<file path="config.mk">
export PLATFORM = sky130hd
export DESIGN_NAME = stable_sorted_priority_queue_flat
export DESIGN_NICKNAME = d
export VERILOG_FILES = /design/src/ssq_pkg.sv /design/src/ssq_if.sv /design/src/ssq_cell.sv /design/src/stable_sorted_priority_queue.sv /design/src/flat_wrapper.sv
export SDC_FILE = /design/constraint.sdc
export NUM_CORES = 2
export LEC_CHECK = 0
export BUFFER_PORTS_ARGS = -buffer_cell sky130_fd_sc_hd__buf_2
export CORE_MARGIN = 5
export CORE_UTILIZATION = 60
export CTS_CLUSTER_DIAMETER = 60
export CTS_CLUSTER_SIZE = 30
export DETAILED_ROUTE_END_ITERATION = 8
export GPL_TIMING_DRIVEN = 0
export PLACE_DENSITY_LB_ADDON = 0.12
export SYNTH_ARGS = -nofsm -noshare
export SYNTH_HDL_FRONTEND = slang
export SYNTH_SLANG_ARGS = --single-unit
</file>
<file path="constraint.sdc">
create_clock -name clk -period 11.5 [get_ports clk]
set_input_delay 1.15 -clock clk [delete_from_list [all_inputs] [get_ports clk]]
set_output_delay 1.15 -clock clk [all_outputs]
set_load 0.01 [all_outputs]
</file>
<file path="src/ssq_pkg.sv">
// shared types and constants for the stable sorted priority queue
// no dependencies; used by the interfaces, the cell and the top level
`default_nettype none

package ssq_pkg;

  localparam int CAPACITY = 16;
  localparam int COUNT_W  = $clog2(CAPACITY + 1);
  localparam int KEY_W    = 31;
  localparam int TYPE_W   = 8;
  localparam int FILL_W   = 5;

  localparam logic ACTION_PUSH = 1'b0;
  localparam logic ACTION_POP  = 1'b1;

  typedef struct packed {
    logic              valid;
    logic [KEY_W-1:0]  key;
    logic [KEY_W-1:0]  trans;
    logic [TYPE_W-1:0] etype;
  } entry_t;

  typedef enum logic [1:0] {
    OP_HOLD,
    OP_INSERT,
    OP_ADVANCE
  } cell_op_t;

  typedef struct packed {
    cell_op_t         op;
    logic [KEY_W-1:0] key;
  } cell_ctrl_t;

endpackage

`default_nettype wire

</file>
<file path="src/ssq_if.sv">
// valid/ready channel interfaces for request and response words
// depends on ssq_pkg for field widths
`default_nettype none

interface ssq_req_if;
  logic                      valid;
  logic                      ready;
  logic                      action;
  logic [ssq_pkg::KEY_W-1:0] key_time;
  logic [ssq_pkg::KEY_W-1:0] transaction_time;
  logic [ssq_pkg::TYPE_W-1:0] event_type;

  modport source (output valid, action, key_time, transaction_time, event_type,
                  input ready);
  modport sink (input valid, action, key_time, transaction_time, event_type,
                output ready);
endinterface

interface ssq_rsp_if;
  logic                       valid;
  logic                       ready;
  logic                       ok;
  logic                       empty_res;
  logic [ssq_pkg::KEY_W-1:0]  head_key;
  logic [ssq_pkg::KEY_W-1:0]  head_transaction;
  logic [ssq_pkg::TYPE_W-1:0] head_type;
  logic [ssq_pkg::FILL_W-1:0] fill_count;

  modport source (output valid, ok, empty_res, head_key, head_transaction, head_type,
                  fill_count, input ready);
  modport sink (input valid, ok, empty_res, head_key, head_transaction, head_type,
                fill_count, output ready);
endinterface

`default_nettype wire

</file>
<file path="src/ssq_cell.sv">
// one slot of the sorted queue: holds an entry, compares it with the pushed key
// and takes the new entry or a neighbor's entry; depends on ssq_pkg
`default_nettype none

module ssq_cell (
  input  wire logic               clk,
  input  wire logic               rst,
  input  wire ssq_pkg::cell_ctrl_t ctrl,
  input  wire ssq_pkg::entry_t    new_entry,
  input  wire ssq_pkg::entry_t    left,
  input  wire logic               left_keep,
  input  wire ssq_pkg::entry_t    right,
  output ssq_pkg::entry_t         cur,
  output logic                    keep
);

  ssq_pkg::entry_t cur_next;

  assign keep = cur.valid && (cur.key <= ctrl.key);

  always_comb begin
    cur_next = cur;
    case (ctrl.op)
      ssq_pkg::OP_INSERT: begin
        if (!keep) begin
          if (left_keep) begin
            cur_next = new_entry;
          end else begin
            cur_next = left;
          end
        end
      end
      ssq_pkg::OP_ADVANCE: begin
        cur_next = right;
      end
      default: begin
        cur_next = cur;
      end
    endcase
  end

  always_ff @(posedge clk) begin
    if (rst) begin
      cur.valid <= 1'b0;
    end else begin
      cur <= cur_next;
    end
  end

endmodule

`default_nettype wire

</file>
<file path="src/stable_sorted_priority_queue.sv">
// top level: row of sorted slot cells, fill counter and registered response
// depends on ssq_pkg, ssq_if (ssq_req_if, ssq_rsp_if) and ssq_cell
`default_nettype none

// Event queue kept in ascending key order in ssq_pkg::CAPACITY slots; equal
// keys leave in arrival order. A push (action 0) inserts a word, a pop
// (action 1) removes the front; a pop on an empty queue or a push into a full
// one answers ok=0 and changes nothing. Every request word yields one response
// word with the front entry, empty flag and fill count after the operation.
// One request is taken per clock: all slot cells compare against the pushed key
// and shift in the same cycle, and the response appears in the output register
// in the cycle after acceptance. A new request is taken while the response
// register is empty or being drained.

module stable_sorted_priority_queue (
  input  wire logic clk,
  input  wire logic rst,
  ssq_req_if.sink   req,
  ssq_rsp_if.source rsp
);

  localparam int N = ssq_pkg::CAPACITY;

  ssq_pkg::entry_t     cells [N];
  logic [N-1:0]        keeps;
  ssq_pkg::entry_t     new_entry;
  ssq_pkg::entry_t     blank;
  ssq_pkg::entry_t     head_next;
  ssq_pkg::cell_ctrl_t ctrl;

  logic [ssq_pkg::COUNT_W-1:0] count;
  logic [ssq_pkg::COUNT_W-1:0] count_next;

  logic                        out_valid;
  logic                        out_ok;
  logic                        out_empty;
  logic [ssq_pkg::KEY_W-1:0]   out_key;
  logic [ssq_pkg::KEY_W-1:0]   out_trans;
  logic [ssq_pkg::TYPE_W-1:0]  out_type;
  logic [ssq_pkg::FILL_W-1:0]  out_fill;

  logic accept;
  logic full;
  logic empty;

  assign req.ready = !out_valid || rsp.ready;
  assign accept    = req.valid && req.ready;
  assign full      = (count == ssq_pkg::COUNT_W'(N));
  assign empty     = (count == '0);

  assign new_entry.valid = 1'b1;
  assign new_entry.key   = req.key_time;
  assign new_entry.trans = req.transaction_time;
  assign new_entry.etype = req.event_type;
  assign blank           = '0;

  always_comb begin
    ctrl.key   = req.key_time;
    ctrl.op    = ssq_pkg::OP_HOLD;
    count_next = count;
    if (accept) begin
      if (req.action == ssq_pkg::ACTION_PUSH && !full) begin
        ctrl.op    = ssq_pkg::OP_INSERT;
        count_next = count + 1'b1;
      end else if (req.action == ssq_pkg::ACTION_POP && !empty) begin
        ctrl.op    = ssq_pkg::OP_ADVANCE;
        count_next = count - 1'b1;
      end
    end
  end

  for (genvar i = 0; i < N; i++) begin : g_cell
    ssq_pkg::entry_t left_entry;
    ssq_pkg::entry_t right_entry;
    logic            left_keep;

    if (i == 0) begin : g_first
      assign left_entry = blank;
      assign left_keep  = 1'b1;
    end else begin : g_inner
      assign left_entry = cells[i-1];
      assign left_keep  = keeps[i-1];
    end

    if (i == N - 1) begin : g_last
      assign right_entry = blank;
    end else begin : g_body
      assign right_entry = cells[i+1];
    end

    ssq_cell u_cell (
      .clk       (clk),
      .rst       (rst),
      .ctrl      (ctrl),
      .new_entry (new_entry),
      .left      (left_entry),
      .left_keep (left_keep),
      .right     (right_entry),
      .cur       (cells[i]),
      .keep      (keeps[i])
    );
  end

  always_comb begin
    case (ctrl.op)
      ssq_pkg::OP_INSERT: begin
        head_next = keeps[0] ? cells[0] : new_entry;
      end
      ssq_pkg::OP_ADVANCE: begin
        head_next = cells[1];
      end
      default: begin
        head_next = cells[0];
      end
    endcase
  end

  always_ff @(posedge clk) begin
    if (rst) begin
      count     <= '0;
      out_valid <= 1'b0;
    end else begin
      count <= count_next;
      if (accept) begin
        out_valid <= 1'b1;
      end else if (rsp.ready) begin
        out_valid <= 1'b0;
      end
    end
  end

  always_ff @(posedge clk) begin
    if (accept) begin
      out_ok    <= (ctrl.op != ssq_pkg::OP_HOLD);
      out_empty <= !head_next.valid;
      out_key   <= head_next.valid ? head_next.key : '0;
      out_trans <= head_next.valid ? head_next.trans : '0;
      out_type  <= head_next.valid ? head_next.etype : '0;
      out_fill  <= ssq_pkg::FILL_W'(count_next);
    end
  end

  assign rsp.valid            = out_valid;
  assign rsp.ok               = out_ok;
  assign rsp.empty_res        = out_empty;
  assign rsp.head_key         = out_key;
  assign rsp.head_transaction = out_trans;
  assign rsp.head_type        = out_type;
  assign rsp.fill_count       = out_fill;

endmodule

`default_nettype wire

</file>
<file path="src/flat_wrapper.sv">
// flat-port wrapper written by rule: the top's interface ports become plain ports
module stable_sorted_priority_queue_flat 
  (clk, rst, req_valid, req_action, req_key_time, req_transaction_time, req_event_type, req_ready, rsp_valid, rsp_ok, rsp_empty_res, rsp_head_key, rsp_head_transaction, rsp_head_type, rsp_fill_count, rsp_ready);
  ssq_req_if req_i ();
  ssq_rsp_if rsp_i ();
  input  wire logic clk;
  input  wire logic rst;
  input wire logic [$bits(req_i.valid)-1:0] req_valid;
  input wire logic [$bits(req_i.action)-1:0] req_action;
  input wire logic [$bits(req_i.key_time)-1:0] req_key_time;
  input wire logic [$bits(req_i.transaction_time)-1:0] req_transaction_time;
  input wire logic [$bits(req_i.event_type)-1:0] req_event_type;
  output wire logic [$bits(req_i.ready)-1:0] req_ready;
  output wire logic [$bits(rsp_i.valid)-1:0] rsp_valid;
  output wire logic [$bits(rsp_i.ok)-1:0] rsp_ok;
  output wire logic [$bits(rsp_i.empty_res)-1:0] rsp_empty_res;
  output wire logic [$bits(rsp_i.head_key)-1:0] rsp_head_key;
  output wire logic [$bits(rsp_i.head_transaction)-1:0] rsp_head_transaction;
  output wire logic [$bits(rsp_i.head_type)-1:0] rsp_head_type;
  output wire logic [$bits(rsp_i.fill_count)-1:0] rsp_fill_count;
  input wire logic [$bits(rsp_i.ready)-1:0] rsp_ready;
  assign req_i.valid = req_valid;
  assign req_i.action = req_action;
  assign req_i.key_time = req_key_time;
  assign req_i.transaction_time = req_transaction_time;
  assign req_i.event_type = req_event_type;
  assign req_ready = req_i.ready;
  assign rsp_valid = rsp_i.valid;
  assign rsp_ok = rsp_i.ok;
  assign rsp_empty_res = rsp_i.empty_res;
  assign rsp_head_key = rsp_i.head_key;
  assign rsp_head_transaction = rsp_i.head_transaction;
  assign rsp_head_type = rsp_i.head_type;
  assign rsp_fill_count = rsp_i.fill_count;
  assign rsp_i.ready = rsp_ready;
  stable_sorted_priority_queue u_core (.clk(clk), .rst(rst), .req(req_i), .rsp(rsp_i));
endmodule
</file>
==> results_dict.tcl <==
set metrics [dict create \
    status "complete, but fails checks" \
    violations "max-capacitance violations, max-slew violations" \
    wl_per_cell_um 29.8 \
    startpoint "req_key_time[12]" \
    synth_compound_area_share_pct 21.3 \
    hold_path_class "register to register" \
    drc 0 \
    wirelength_mm 270 \
    worstSetupEndpointType "register" \
    start_util_pct 60.3 \
    crit_slowest_cell "nor3_1" \
    grtUsageTotal_pct 40.9 \
    timing.fmax_mhz 153 \
    p_per_area_nw_per_um2 177 \
    dieArea_sq_um 127000 \
    period_share_pct 56.7 \
    reg2reg_slack_ns 5.33 \
    worst-setup-path-type "input port to register" \
    postCtsSetupBuffers 0 \
    r2r-start "u_core.count[1]" \
    synthDistinctLibCells 65 \
    htree_num_levels 4 \
    slowest_delay_ns 1.01 \
    synth_seq_cells 1219 \
    netlist_area_sq_um 72200 \
    synth-main-ff-cell "edfxtp_1" \
    slew_headroom_pct -9.13 \
    setup_viol 0 \
    viasPerCell 7.06 \
    startpoint_type "input port" \
    rows 127 \
    grt_pass1_wl_mm 387 \
    arrival_ns 7.04 \
    postSynthAreaPerCell_sq_um 10.2 \
    core_sq_um 120000 \
    synth_fa_ha_area_share_pct 8.63 \
    drive_gt1_share_pct 5.85 \
    path_max_fanout 25 \
    syn_to_final_growth_pct 10.8 \
    clock_skew_ns 0.0281 \
    final_max_slew_viol_count 33 \
    cts_sinks 1219 \
    synth_top_family_by_area "compound AO/OA/AOI/OAI gates" \
    dp_hpwl_mm 215 \
    grt_remaining_overflow 0 \
    grt_max_degree 80 \
    synth_enable_flop_cells 1197 \
    synthCells 7095 \
    antenna_found_initial 6 \
    synthXorXnorAreaFrac_pct 0.0364 \
    synth-simple-area-share_pct 12.4 \
    crit_required_ns 12.03 \
    leakagePower_nw 28.2 \
    clockBufferDepth 3 \
    tritoncts "built" \
    dpl_cell_area_sq_um 75500 \
    hp-start "u_core.rsp.valid" \
    gp_congestion 0.974 \
    cts_buffers 130 \
    hold_violations 0 \
    ant_nets 0 \
    die_h_um 357 \
    dr.pass1.iters 9 \
    yosysTopAreaCell "edfxtp_1" \
    yosysWarnings 0 \
    final_nets 7921 \
    cap_violations 4 \
    clk_latency_ns 0.79 \
    vdd_drop_max_mv 0.169 \
    postLayoutCellArea_sq_um 79900 \
    die_w_um 357 \
    drt_iter0_drc 10600 \
    rsz0062_at_grt "false" \
    synth_most_common_cell "edfxtp_1" \
    path_clk_slew_ns 0.06 \
    synthesis.nets 7668 \
    worst_slew_pin_slew_ns 1.64 \
    synth.top_cell.area_share_pct 49.8 \
    path_cells "clkbuf_1, inv_1, ha_1, nand4_1, nor4_1, a21boi_0, a22o_1, nor3_1, clkbuf_1, buf_2, nor2_4, buf_16, buf_16" \
    synth.area.mux_share_pct 2.84 \
    async_reset_ff_share_pct 0 \
    synthTopCellsByArea "edfxtp_1 50%, ha_1 8.6%, nand2_1 6.0%" \
    holdBufCountCts 0 \
    via_count 64000 \
    numPortBuffers 89 \
    yosysSeqAreaShare_pct 50.4 \
    pin_count 154 \
    cts_resized 0 \
    cts_root_buf "clkbuf_16" \
    ys_top_cells_by_count "1,197 x edfxtp_1, 1,151 x nand2_1, 608 x clkbuf_1" \
    final.min_clock_period_ns 6.51 \
    tns_ns 0 \
    grt_pass1_vias 61400 \
]
routing by layer:
layer	vias to the layer above	share of wire (%)	GRT usage, %
met5	-	0.094	0
met4	12	5.0	18.8
met3	669	14	11.3
met2	4850	43	60.9
met1	30600	38	56.1
li1	27900	-	-
state kept, by name (all words and copies together) (netlist names):
signal and flops:
u_core.rsp.empty_res 1, u_core.rsp.head_key 31, u_core.rsp.head_type 8, u_core.rsp.fill_count 5
u_core.rsp.head_transaction 31, u_core.g_cell.u_cell.cur 1136, u_core.count 5, u_core.rsp.valid 1
u_core.rsp.ok 1
cell usage in the layout (no fill, tap or decap), types with 58 or more instances in the layout:
| cell | count |
|---|---|
| nand4_1 | 77 |
| mux2i_1 | 205 |
| a221o_1 | 82 |
| o32ai_1 | 280 |
| buf_2 | 136 |
| o221ai_1 | 72 |
| edfxtp_1 | 1197 |
| nand2_1 | 1151 |
| clkbuf_16 | 135 |
| a21oi_1 | 432 |
| o21ai_1 | 73 |
| a21o_1 | 86 |
| nor3_1 | 60 |
| nor2_1 | 454 |
| a32oi_1 | 350 |
| o21ai_0 | 575 |
| inv_1 | 73 |
| clkbuf_1 | 608 |
| nand2b_1 | 58 |
| nand3_1 | 174 |
| o211ai_1 | 78 |
| ha_1 | 498 |
worst max-delay path: cells and delay by family:
family	cells	cell delay (ns)
AO/OA/AOI/OAI	2	0.44
adder cells (fa/ha/maj)	1	0.54
buffers and inverters	6	2.62
AND/OR/NAND/NOR	4	2.22
where the power goes:
group	total (mW)	switching, mW	internal [mW]
clock	4.43	1.98	2.45
sequential	6.05	0.376	5.67
combinational	3.64	2.47	1.17
stage by stage:
stage / hold WS [ns] / utilization [%] / power [mW] / worst slack (ns) / instances
final: 0.518 / 66.8 / 14.1 / 4.99 / 9067
after global routing: 0.549 / 66.8 / 14.5 / 5.03 / 9064
after CTS: 0.519 / 66.8 / 13.9 / 5.25 / 9060
after detailed placement: 0.508 / 63.1 / 9.61 / 4.44 / 8827
after global placement: 0.497 / 62.4 / 9.45 / -0.131 / 8796
after floorplan: 0.475 / - / 8.29 / 3.51 / 7095
kinds of logic after synthesis:
family | Yosys count
mux | 205
fa+ha+maj | 498
xor+xnor | 3
flops | 1219
compound gates | 2261
buf+inv | 793
simple gates | 2116
cell type report:
class	instances	area, sq um
clock buffers	143	3430
diodes	6	15.0
multi-input cells	5083	32800
inverters	76	293
repair buffers	121	1180
fillers	9637	39700
clock inverters	90	951
well taps	1612	2020
flip-flops and latches	1219	36400
plain buffers	717	2840
final timing paths:
kind / end / cells after the start
setup reg to reg: u_core.g_cell[14].u_cell.cur[59] / 12
hold / removal: u_core.rsp.valid / 2
setup / recovery: u_core.g_cell[11].u_cell.cur[18] / 13
hold reg to reg: u_core.rsp.valid / 2
Power figures use the tool's default switching activity.
